File: config.mk
export PLATFORM = sky130hd
export DESIGN_NAME = interval_welford_stats_flat
export DESIGN_NICKNAME = d
export VERILOG_FILES = /design/src/rtl/iws_pkg.sv /design/src/rtl/iws_event_if.sv /design/src/rtl/iws_stats_if.sv /design/src/rtl/iws_div.sv /design/src/rtl/interval_welford_stats.sv /design/src/flat_wrapper.sv
export VERILOG_INCLUDE_DIRS = /design/src /design/src/rtl
export SDC_FILE = /design/constraint.sdc
export NUM_CORES = 2
export LEC_CHECK = 0
export BUFFER_PORTS_ARGS = -buffer_cell sky130_fd_sc_hd__clkbuf_2
export CORE_MARGIN = 10
export CORE_UTILIZATION = 65
export DETAILED_ROUTE_END_ITERATION = 10
export PLACE_DENSITY = 0.83
export SYNTH_ARGS = -nofsm -noshare
export SYNTH_HDL_FRONTEND = slang
export SYNTH_HIERARCHICAL = 1
export SYNTH_SLANG_ARGS = --single-unit
export TNS_END_PERCENT = 1
File: constraint.sdc
create_clock -name clk -period 15.45 [get_ports clk]
set_clock_uncertainty 0.05 [all_clocks]
set_input_delay 1.545 -clock clk [delete_from_list [all_inputs] [get_ports clk]]
set_output_delay 1.545 -clock clk [all_outputs]
set_load 0.1 [all_outputs]
File: src/rtl/interval_welford_stats_assert.svh
// Assertion macros used by the interval statistics RTL.
`ifndef INTERVAL_WELFORD_STATS_ASSERT_SVH
`define INTERVAL_WELFORD_STATS_ASSERT_SVH
`ifndef ASSERT_OFF
`define IWS_ASSERT_IMPLY(lbl, ante, cons) \
  lbl: assert property (@(posedge clk) disable iff (rst) (ante) |-> (cons)) \
    else $error("interval statistics check failed");
`define IWS_ASSERT_NEXT(lbl, ante, cons) \
  lbl: assert property (@(posedge clk) disable iff (rst) (ante) |=> (cons)) \
    else $error("interval statistics check failed");
`else
`define IWS_ASSERT_IMPLY(lbl, ante, cons)
`define IWS_ASSERT_NEXT(lbl, ante, cons)
`endif
`endif

File: src/rtl/iws_pkg.sv
// Shared types and constants of the interval statistics block.
package iws_pkg;

  localparam int OPC_W = 2;
  localparam int NOW_W = 32;
  localparam int COUNT_W = 32;
  localparam int MEAN_W = 48;
  localparam int SPREAD_W = 64;
  localparam int MAX_W = 32;
  localparam int HALF_W = MEAN_W / 2;
  localparam int PROD_W = 2 * MEAN_W;
  localparam int DIVR_W = 32;
  localparam int STEP_W = 7;
  localparam int MEAN_PAD_W = SPREAD_W - MEAN_W;

  localparam int TIME_WIDTH_DEF = 32;
  localparam int FRAC_BITS_DEF = 16;

  localparam logic [MEAN_W-1:0] MEAN_MAX = '1;
  localparam logic [COUNT_W-1:0] COUNT_MAX = '1;
  localparam logic [STEP_W-1:0] STEP_ONE = STEP_W'(1);
  localparam logic [STEP_W-1:0] MEAN_STEPS = STEP_W'(MEAN_W);
  localparam logic [STEP_W-1:0] SPREAD_STEPS = STEP_W'(SPREAD_W);

  typedef enum logic [1:0] {
    OP_START,
    OP_STOP,
    OP_SAMPLE,
    OP_REPORT
  } iws_op_t;

  typedef enum logic [3:0] {
    S_IDLE,
    S_PREP,
    S_DIFF,
    S_MDIV,
    S_MEAN,
    S_DEV,
    S_MUL,
    S_ACC,
    S_VDIV,
    S_EMIT
  } iws_state_t;

  typedef struct packed {
    logic              start;
    logic [STEP_W-1:0] steps;
  } div_cmd_t;

endpackage

File: src/rtl/iws_event_if.sv
// Input channel carrying one timer event per beat.
interface iws_event_if;
  logic                       valid;
  logic                       ready;
  logic [iws_pkg::OPC_W-1:0]  opcode;
  logic [iws_pkg::NOW_W-1:0]  now_ticks;

  modport source (output valid, opcode, now_ticks, input ready);
  modport sink (input valid, opcode, now_ticks, output ready);
endinterface

File: src/rtl/iws_stats_if.sv
// Output channel carrying one statistics report per beat.
interface iws_stats_if;
  logic                          valid;
  logic                          ready;
  logic [iws_pkg::COUNT_W-1:0]   sample_count;
  logic [iws_pkg::MEAN_W-1:0]    mean_ticks;
  logic [iws_pkg::SPREAD_W-1:0]  variance_ticks;
  logic [iws_pkg::MAX_W-1:0]     max_duration;

  modport source (output valid, sample_count, mean_ticks, variance_ticks, max_duration,
                  input ready);
  modport sink (input valid, sample_count, mean_ticks, variance_ticks, max_duration,
                output ready);
endinterface

File: src/rtl/iws_div.sv
// Restoring serial divider, one quotient bit per cycle.
module iws_div (
  input  logic                            clk,
  input  logic                            rst,
  input  iws_pkg::div_cmd_t               cmd,
  input  logic [iws_pkg::SPREAD_W-1:0]    dividend,
  input  logic [iws_pkg::DIVR_W-1:0]      divisor,
  output logic [iws_pkg::SPREAD_W-1:0]    quotient,
  output logic                            done
);

  logic [iws_pkg::SPREAD_W-1:0] dvd;
  logic [iws_pkg::DIVR_W-1:0]   rem;
  logic [iws_pkg::DIVR_W-1:0]   dvr;
  logic [iws_pkg::STEP_W-1:0]   left;
  logic                         busy;

  logic [iws_pkg::DIVR_W:0]     rem_sh;
  logic [iws_pkg::DIVR_W:0]     rem_sub;
  logic                         fits;

  always_comb begin
    rem_sh  = {rem, dvd[iws_pkg::SPREAD_W-1]};
    rem_sub = rem_sh - {1'b0, dvr};
    fits    = rem_sh >= {1'b0, dvr};
  end

  always_ff @(posedge clk) begin
    if (rst) begin
      busy <= 1'b0;
      done <= 1'b0;
    end else begin
      done <= !cmd.start && busy && (left == iws_pkg::STEP_ONE);
      if (cmd.start) begin
        dvd  <= dividend;
        dvr  <= divisor;
        rem  <= '0;
        left <= cmd.steps;
        busy <= 1'b1;
      end else if (busy) begin
        dvd  <= {dvd[iws_pkg::SPREAD_W-2:0], fits};
        rem  <= fits ? rem_sub[iws_pkg::DIVR_W-1:0] : rem_sh[iws_pkg::DIVR_W-1:0];
        left <= left - iws_pkg::STEP_ONE;
        if (left == iws_pkg::STEP_ONE) begin
          busy <= 1'b0;
        end
      end
    end
  end

  assign quotient = dvd;

endmodule

File: src/rtl/interval_welford_stats.sv
// Interval statistics tracker: Welford mean and variance over timed intervals.
// Items arrive on the events channel as an opcode and a timestamp in ticks.
// Start latches the timestamp unless the clock already runs, stop clears the
// running flag, and sample, while the clock runs, measures the wrapped interval
// since start, clears the running flag and folds the interval into the count,
// mean, spread sum and maximum. Report sends one beat on the stats channel with
// count, mean, sample variance and maximum, then clears the statistics while
// the running flag and start time stay. A sample runs the 48-step serial
// divider for the mean update and a four-pass 24 by 24 multiplier for the
// spread update. A report runs the 64-step divide of the spread sum when the
// count exceeds one, and skips it otherwise.
// The events channel is ready only while no item is in work. A finished report
// waits in the output register while the next items are taken; another report
// then waits for the receiver before it is loaded. Synchronous reset clears the
// clock state and all statistics and drops any pending report.
`include "interval_welford_stats_assert.svh"

module interval_welford_stats #(
  parameter int TIME_WIDTH = iws_pkg::TIME_WIDTH_DEF,
  parameter int FRAC_BITS  = iws_pkg::FRAC_BITS_DEF
) (
  input  logic              clk,
  input  logic              rst,
  iws_event_if.sink         events,
  iws_stats_if.source       stats
);

  localparam logic [iws_pkg::MEAN_W-1:0] TQ_LIMIT = iws_pkg::MEAN_MAX >> FRAC_BITS;
  localparam int INC_HI = iws_pkg::SPREAD_W + FRAC_BITS;

  iws_pkg::iws_state_t state, state_next;
  iws_pkg::iws_op_t    op;
  iws_pkg::div_cmd_t   div_cmd;

  logic [TIME_WIDTH-1:0]          start_time;
  logic                           clock_running;
  logic [iws_pkg::COUNT_W-1:0]    interval_count;
  logic [iws_pkg::MEAN_W-1:0]     mean_acc;
  logic [iws_pkg::SPREAD_W-1:0]   spread_acc;
  logic [TIME_WIDTH-1:0]          max_seen;

  logic [TIME_WIDTH-1:0]          t_reg;
  logic [iws_pkg::MEAN_W-1:0]     tq_reg;
  logic                           up;
  logic [iws_pkg::MEAN_W-1:0]     dabs;
  logic [iws_pkg::MEAN_W-1:0]     eabs;
  logic [iws_pkg::MEAN_W-1:0]     prod;
  logic [iws_pkg::PROD_W-1:0]     acc;
  logic [2:0]                     k;
  logic                           stats_valid;

  logic                           accept;
  logic                           emit_go;
  logic [TIME_WIDTH-1:0]          now_tw;
  logic [iws_pkg::MEAN_W-1:0]     t48;
  logic [iws_pkg::MEAN_W-1:0]     tq_c;
  logic                           up_c;
  logic [iws_pkg::MEAN_W-1:0]     dabs_c;
  logic [iws_pkg::MEAN_W-1:0]     q_mean;
  logic [iws_pkg::HALF_W-1:0]     a_half;
  logic [iws_pkg::HALF_W-1:0]     b_half;
  logic [1:0]                     pk;
  logic [iws_pkg::PROD_W-1:0]     part;
  logic                           inc_sat;
  logic [iws_pkg::SPREAD_W-1:0]   inc;
  logic [iws_pkg::SPREAD_W:0]     spread_sum;
  logic [iws_pkg::MEAN_W-1:0]     max48;
  logic [iws_pkg::SPREAD_W-1:0]   div_dividend;
  logic [iws_pkg::DIVR_W-1:0]     div_divisor;
  logic [iws_pkg::SPREAD_W-1:0]   div_quot;
  logic                           div_done;

  iws_div u_div (
    .clk      (clk),
    .rst      (rst),
    .cmd      (div_cmd),
    .dividend (div_dividend),
    .divisor  (div_divisor),
    .quotient (div_quot),
    .done     (div_done)
  );

  assign op     = iws_pkg::iws_op_t'(events.opcode);
  assign accept = events.valid && events.ready;
  assign now_tw = TIME_WIDTH'(events.now_ticks);

  always_comb begin
    t48    = iws_pkg::MEAN_W'(t_reg);
    tq_c   = (t48 > TQ_LIMIT) ? iws_pkg::MEAN_MAX : (t48 << FRAC_BITS);
    up_c   = tq_reg >= mean_acc;
    dabs_c = up_c ? (tq_reg - mean_acc) : (mean_acc - tq_reg);
    q_mean = div_quot[iws_pkg::MEAN_W-1:0];
    a_half = k[1] ? dabs[iws_pkg::MEAN_W-1:iws_pkg::HALF_W] : dabs[iws_pkg::HALF_W-1:0];
    b_half = k[0] ? eabs[iws_pkg::MEAN_W-1:iws_pkg::HALF_W] : eabs[iws_pkg::HALF_W-1:0];
    pk     = 2'(k - 3'd1);
    unique case (pk)
      2'd0:    part = iws_pkg::PROD_W'(prod);
      2'd1,
      2'd2:    part = iws_pkg::PROD_W'(prod) << iws_pkg::HALF_W;
      default: part = iws_pkg::PROD_W'(prod) << iws_pkg::MEAN_W;
    endcase
    inc_sat    = |acc[iws_pkg::PROD_W-1:INC_HI];
    inc        = inc_sat ? '1 : acc[INC_HI-1:FRAC_BITS];
    spread_sum = {1'b0, spread_acc} + {1'b0, inc};
    max48      = iws_pkg::MEAN_W'(max_seen);
  end

  always_comb begin
    if (state == iws_pkg::S_IDLE) begin
      div_dividend = spread_acc;
      div_divisor  = interval_count - iws_pkg::COUNT_W'(1);
    end else begin
      div_dividend = {dabs_c, iws_pkg::MEAN_PAD_W'(0)};
      div_divisor  = interval_count;
    end
  end

  always_comb begin
    state_next = state;
    unique case (state)
      iws_pkg::S_IDLE: begin
        if (accept) begin
          if (op == iws_pkg::OP_SAMPLE && clock_running) begin
            state_next = iws_pkg::S_PREP;
          end else if (op == iws_pkg::OP_REPORT) begin
            state_next = (interval_count > iws_pkg::COUNT_W'(1)) ? iws_pkg::S_VDIV
                                                                 : iws_pkg::S_EMIT;
          end
        end
      end
      iws_pkg::S_PREP: state_next = iws_pkg::S_DIFF;
      iws_pkg::S_DIFF: state_next = iws_pkg::S_MDIV;
      iws_pkg::S_MDIV: if (div_done) begin
        state_next = iws_pkg::S_MEAN;
      end
      iws_pkg::S_MEAN: state_next = iws_pkg::S_DEV;
      iws_pkg::S_DEV:  state_next = iws_pkg::S_MUL;
      iws_pkg::S_MUL:  if (k == 3'd4) begin
        state_next = iws_pkg::S_ACC;
      end
      iws_pkg::S_ACC:  state_next = iws_pkg::S_IDLE;
      iws_pkg::S_VDIV: if (div_done) begin
        state_next = iws_pkg::S_EMIT;
      end
      iws_pkg::S_EMIT: if (emit_go) begin
        state_next = iws_pkg::S_IDLE;
      end
      default: state_next = iws_pkg::S_IDLE;
    endcase
  end

  always_comb begin
    events.ready  = state == iws_pkg::S_IDLE;
    emit_go       = (state == iws_pkg::S_EMIT) && (!stats_valid || stats.ready);
    div_cmd.start = 1'b0;
    div_cmd.steps = iws_pkg::MEAN_STEPS;
    if (state == iws_pkg::S_DIFF) begin
      div_cmd.start = 1'b1;
    end else if (accept && op == iws_pkg::OP_REPORT &&
                 interval_count > iws_pkg::COUNT_W'(1)) begin
      div_cmd.start = 1'b1;
      div_cmd.steps = iws_pkg::SPREAD_STEPS;
    end
  end

  always_ff @(posedge clk) begin
    if (rst) begin
      state          <= iws_pkg::S_IDLE;
      clock_running  <= 1'b0;
      start_time     <= '0;
      interval_count <= '0;
      mean_acc       <= '0;
      spread_acc     <= '0;
      max_seen       <= '0;
      stats_valid    <= 1'b0;
    end else begin
      state <= state_next;
      if (emit_go) begin
        stats_valid <= 1'b1;
      end else if (stats_valid && stats.ready) begin
        stats_valid <= 1'b0;
      end
      unique case (state)
        iws_pkg::S_IDLE: begin
          if (accept) begin
            unique case (op)
              iws_pkg::OP_START: if (!clock_running) begin
                start_time    <= now_tw;
                clock_running <= 1'b1;
              end
              iws_pkg::OP_STOP: clock_running <= 1'b0;
              iws_pkg::OP_SAMPLE: if (clock_running) begin
                clock_running <= 1'b0;
                t_reg         <= now_tw - start_time;
                if (interval_count != iws_pkg::COUNT_MAX) begin
                  interval_count <= interval_count + iws_pkg::COUNT_W'(1);
                end
              end
              iws_pkg::OP_REPORT: ;
              default: ;
            endcase
          end
        end
        iws_pkg::S_PREP: begin
          tq_reg <= tq_c;
          if (t_reg > max_seen) begin
            max_seen <= t_reg;
          end
        end
        iws_pkg::S_DIFF: begin
          up   <= up_c;
          dabs <= dabs_c;
        end
        iws_pkg::S_MEAN: begin
          mean_acc <= up ? (mean_acc + q_mean) : (mean_acc - q_mean);
        end
        iws_pkg::S_DEV: begin
          eabs <= up ? (tq_reg - mean_acc) : (mean_acc - tq_reg);
          k    <= '0;
        end
        iws_pkg::S_MUL: begin
          prod <= a_half * b_half;
          acc  <= (k == 3'd0) ? '0 : acc + part;
          k    <= k + 3'd1;
        end
        iws_pkg::S_ACC: begin
          spread_acc <= spread_sum[iws_pkg::SPREAD_W] ? '1
                                                      : spread_sum[iws_pkg::SPREAD_W-1:0];
        end
        iws_pkg::S_EMIT: begin
          if (emit_go) begin
            stats.sample_count   <= interval_count;
            stats.mean_ticks     <= mean_acc;
            stats.variance_ticks <= (interval_count > iws_pkg::COUNT_W'(1)) ? div_quot : '0;
            stats.max_duration   <= (|max48[iws_pkg::MEAN_W-1:iws_pkg::MAX_W]) ? '1
                                    : max48[iws_pkg::MAX_W-1:0];
            interval_count       <= '0;
            mean_acc             <= '0;
            spread_acc           <= '0;
            max_seen             <= '0;
          end
        end
        default: ;
      endcase
    end
  end

  assign stats.valid = stats_valid;

  `IWS_ASSERT_NEXT(a_sample_stops_clock, accept && op == iws_pkg::OP_SAMPLE, !clock_running)
  `IWS_ASSERT_IMPLY(a_div_done_in_div, div_done, state == iws_pkg::S_MDIV || state == iws_pkg::S_VDIV)
  `IWS_ASSERT_NEXT(a_emit_clears, emit_go, interval_count == '0 && stats_valid)

endmodule

File: src/flat_wrapper.sv
// flat-port wrapper written by rule: the top's interface ports become plain ports
module interval_welford_stats_flat 
#(
  parameter int TIME_WIDTH = iws_pkg::TIME_WIDTH_DEF,
  parameter int FRAC_BITS  = iws_pkg::FRAC_BITS_DEF
)
  (clk, rst, events_valid, events_opcode, events_now_ticks, events_ready, stats_valid, stats_sample_count, stats_mean_ticks, stats_variance_ticks, stats_max_duration, stats_ready);
  iws_event_if events_i ();
  iws_stats_if stats_i ();
  input  logic clk;
  input  logic rst;
  input wire logic [$bits(events_i.valid)-1:0] events_valid;
  input wire logic [$bits(events_i.opcode)-1:0] events_opcode;
  input wire logic [$bits(events_i.now_ticks)-1:0] events_now_ticks;
  output wire logic [$bits(events_i.ready)-1:0] events_ready;
  output wire logic [$bits(stats_i.valid)-1:0] stats_valid;
  output wire logic [$bits(stats_i.sample_count)-1:0] stats_sample_count;
  output wire logic [$bits(stats_i.mean_ticks)-1:0] stats_mean_ticks;
  output wire logic [$bits(stats_i.variance_ticks)-1:0] stats_variance_ticks;
  output wire logic [$bits(stats_i.max_duration)-1:0] stats_max_duration;
  input wire logic [$bits(stats_i.ready)-1:0] stats_ready;
  assign events_i.valid = events_valid;
  assign events_i.opcode = events_opcode;
  assign events_i.now_ticks = events_now_ticks;
  assign events_ready = events_i.ready;
  assign stats_valid = stats_i.valid;
  assign stats_sample_count = stats_i.sample_count;
  assign stats_mean_ticks = stats_i.mean_ticks;
  assign stats_variance_ticks = stats_i.variance_ticks;
  assign stats_max_duration = stats_i.max_duration;
  assign stats_i.ready = stats_ready;
  interval_welford_stats #(.TIME_WIDTH(TIME_WIDTH), .FRAC_BITS(FRAC_BITS)) u_core (.clk(clk), .rst(rst), .events(events_i), .stats(stats_i));
endmodule
==> flow_metrics.py <==
metrics = {
    "grt": {
        "grt_pass1_vias": 58460,
        "grt_overflow_total": 0,
        "grt_pass1_wl_mm": 341.1,
        "gr-usage-all-layers_pct": 34.92,
        "antenna_found_initial": 8,
        "grt_max_degree": 146,
    },
    "place": {
        "globalplace.congestion": 1.042,
        "port_buffers": 215,
        "dp_hpwl_mm": 170.0,
        "preCtsSetupSlack_ns": 5.998,
    },
    "clock_network": {
        "numCtsBuffers": 93,
        "post_cts_resized": 0,
        "root_buffer": "clkbuf_16",
        "tritoncts": "yes",
        "cts.sinks": 835,
        "cts.clk_slew.worst_paths_ns": 0.06,
        "cts_setup_buffers": 0,
        "worstSkewPairLatency_ns": 0.72,
        "clockBufferDepth": 3,
        "cts_hold_buf": 0,
        "htree_num_levels": 3,
    },
    "sta": {
        "worstMarginPinSlew_ns": 1.335,
        "layout_setup_ws_ns": 5.555,
        "fin_crit_ns": 9.895,
        "setup_viol": 0,
        "maxSlewViolCount": 0,
        "setup_tns_ns": 0,
        "hold_violations": 0,
        "post-route-period-util_pct": 64.04,
        "rsz0062_at_grt": "false",
        "holdWs_ns": 0.4028,
        "fmax_mhz": 101.1,
        "relSlewSlack_pct": 8.473,
    },
    "floorplanning": {
        "die_x_um": 352.8,
        "die_area_mm2": 0.1245,
        "ios": 216,
        "core_area_mm2": 0.1104,
        "fp.dieH_um": 352.8,
        "start_util_pct": 65.24,
        "fp-row-count": 122,
    },
    "worst_hold_path": {
        "hold_class": "reg -> reg",
        "worstHoldStart": "u_core/start_time[10]",
        "min_to": "u_core/start_time[10]",
        "hold_depth": 2,
    },
    "worst_setup_path": {
        "slowest_delay_ns": 1.15,
        "reg2reg_depth": 27,
        "crit_type": "reg -> reg",
        "reg2reg_to": "u_core/prod[47]",
        "critical-path-top-delay-family": "adder cells",
        "path_common_cell": "fa_1",
        "crit_path_top_delay_cell": "mux2i_1",
        "rrSetupSlack_ns": 5.56,
        "cp.required_ns": 15.83,
        "crit_path_end_kind": "flop",
        "start_kind": "flop",
        "crit_arrival_ns": 10.27,
        "rr_startpoint": "u_core/k[1]",
        "startpoint": "u_core/k[1]",
        "cp_max_fo": 50,
        "cp_num_buf_inv": 6,
    },
    "flow_run": {
        "cap_violations": 0,
    },
    "route": {
        "vias": 59905,
        "ant_nets": 0,
        "drc": 0,
        "wl_mm": 223.8,
        "wl_per_cell_um": 23.99,
        "viasPerCell": 6.421,
        "first_pass_iters": 7,
        "first_iter_violations": 7487,
    },
    "logic_synthesis": {
        "synth-edff-count": 619,
        "syn_area_mm2": 0.07200,
        "synthDistinctLibCells": 104,
        "synth-seq-cells": 835,
        "synth_ff_type": "edfxtp_1",
        "synthTopCellsByArea": "edfxtp_1, fa_1, ha_1",
        "synthCells": 7730,
        "synth_top_area_cell": "edfxtp_1",
        "syn_avg_cell_area_um2": 9.314,
        "synth-async-reset-ratio_pct": 0,
        "yosysSeqAreaShare_pct": 31.82,
        "yosysWarnings": 6,
        "synth_top_area_share_pct": 25.82,
    },
    "layout": {
        "regMostFlops": "u_core/acc",
        "layout_commonest_cell": "nand2_1",
        "mostFrequentLayoutCells": "nand2_1, inv_1, nor2_1, edfxtp_1, ha_1",
        "area_delta_synth_final_pct": 7.544,
        "fin_nets": 8839,
        "fill_cells": 8312,
        "largest_reg_flops": 96,
        "layout-drive-gt1-share_pct": 9.503,
    },
    "status": {
        "status": "finished clean",
    },
    "pwr": {
        "power.density_mw_per_mm2": 180.7,
        "leakagePower_uw": 0.03393,
        "peakVddDrop_mv": 0.4013,
    },
}
## layout make-up
type                    count  area, µm²  share of cell area (%)
flip-flops and latches    835      22910                   29.59
clock buffers             112       2481                   3.204
diodes                      1      2.502                0.003232
well taps                1488       1862                   2.404
inverters                 814       3068                   3.962
multi-input cells        5726      44710                   57.74
repair buffers            291       1665                   2.151
clock inverters            62      733.2                  0.9469
## logic make-up after synthesis
logic type                 count (synthesis)  synth area share, %
xor gates and xnor gates                 481                5.851
other                                      1             0.005208
buffers and inverters                   1172                6.289
and+or+nand+nor                         2398                15.32
AOI/OAI and AO/OA                       1580                14.19
adders and majority gates               1040                23.16
muxes                                    223                3.359
DFF                                      835                31.82
## metal layers
layer	routed length, µm	part of all wire, %	track usage, %
met1	85680	38	45.73
met2	98510	44	53.62
met3	27320	12	9.870
met4	12290	5.5	16.06
met5	21	0.0094	0
## worst register-to-register path, delay by kind of cell (launching register included)
kind / cells / cell delay, ns
flip-flops: 1 / 0.32
XOR/XNOR: 1 / 0.09
AND/OR/NAND/NOR: 2 / 0.33
buffers and inverters: 6 / 0.87
AO/OA/AOI/OAI: 9 / 2.83
adder cells (fa/ha/maj): 8 / 3.98
multiplexers: 1 / 1.18
## synthesized netlist by cell type, types with 9 or more instances
cell / n
inv_1: 812
or3_1: 42
and3_1: 31
o22ai_1: 15
and2_1: 88
a21oi_1: 548
a22o_1: 49
a211oi_1: 29
o31ai_1: 24
buf_6: 9
xor2_1: 211
a31oi_1: 49
buf_2: 27
edfxtp_1: 619
nor3_1: 87
xnor2_1: 270
nand3b_1: 40
a221oi_1: 76
fa_1: 488
o21ai_0: 265
o21ai_1: 12
nor2_1: 751
nor4_1: 30
mux2_2: 137
o211ai_1: 28
nand2_1: 814
clkbuf_1: 297
a211o_1: 11
mux2i_1: 83
nand2b_1: 51
ha_1: 552
a21o_1: 222
nor3b_1: 10
nand3_1: 134
nor2b_1: 102
or4_1: 13
o21a_1: 41
o21bai_1: 76
or2_2: 74
and4_1: 9
nand4_1: 93
buf_1: 21
a21boi_0: 16
dfxtp_1: 216
## stage by stage
stage	util, %	instance area, µm²	power [µW]	cells
6_report	70.16	77430	13990	9329
5_1_grt	70.16	77430	14770	9328
4_1_cts	70.16	77430	13880	9328
3_5_place_dp	67.24	74210	11510	9154
3_3_place_gp	67.24	74210	11230	9154
2_1_floorplan	-	72010	9057	7733
## report_power, final
part	switching, µW	internal (µW)	leakage, µW	total [µW]
Clock	1010	1320	0.00155	2330
Sequential	120	2980	0.00743	3100
Combinational	5250	3310	0.0249	8560
## how the worst max path moves through the flow
stage	end	slack, ns	depth (start not counted)
after detailed placement	u_core/prod[45]	6.00	27
after CTS	u_core/prod[47]	5.87	27
after global routing	u_core/prod[47]	5.30	27
after floorplan	u_core/stats.max_duration[0]	4.93	5
after global placement	u_core/prod[47]	6.12	27
final	u_core/prod[47]	5.56	27
No activity file was read; power rests on OpenSTA's default activity.
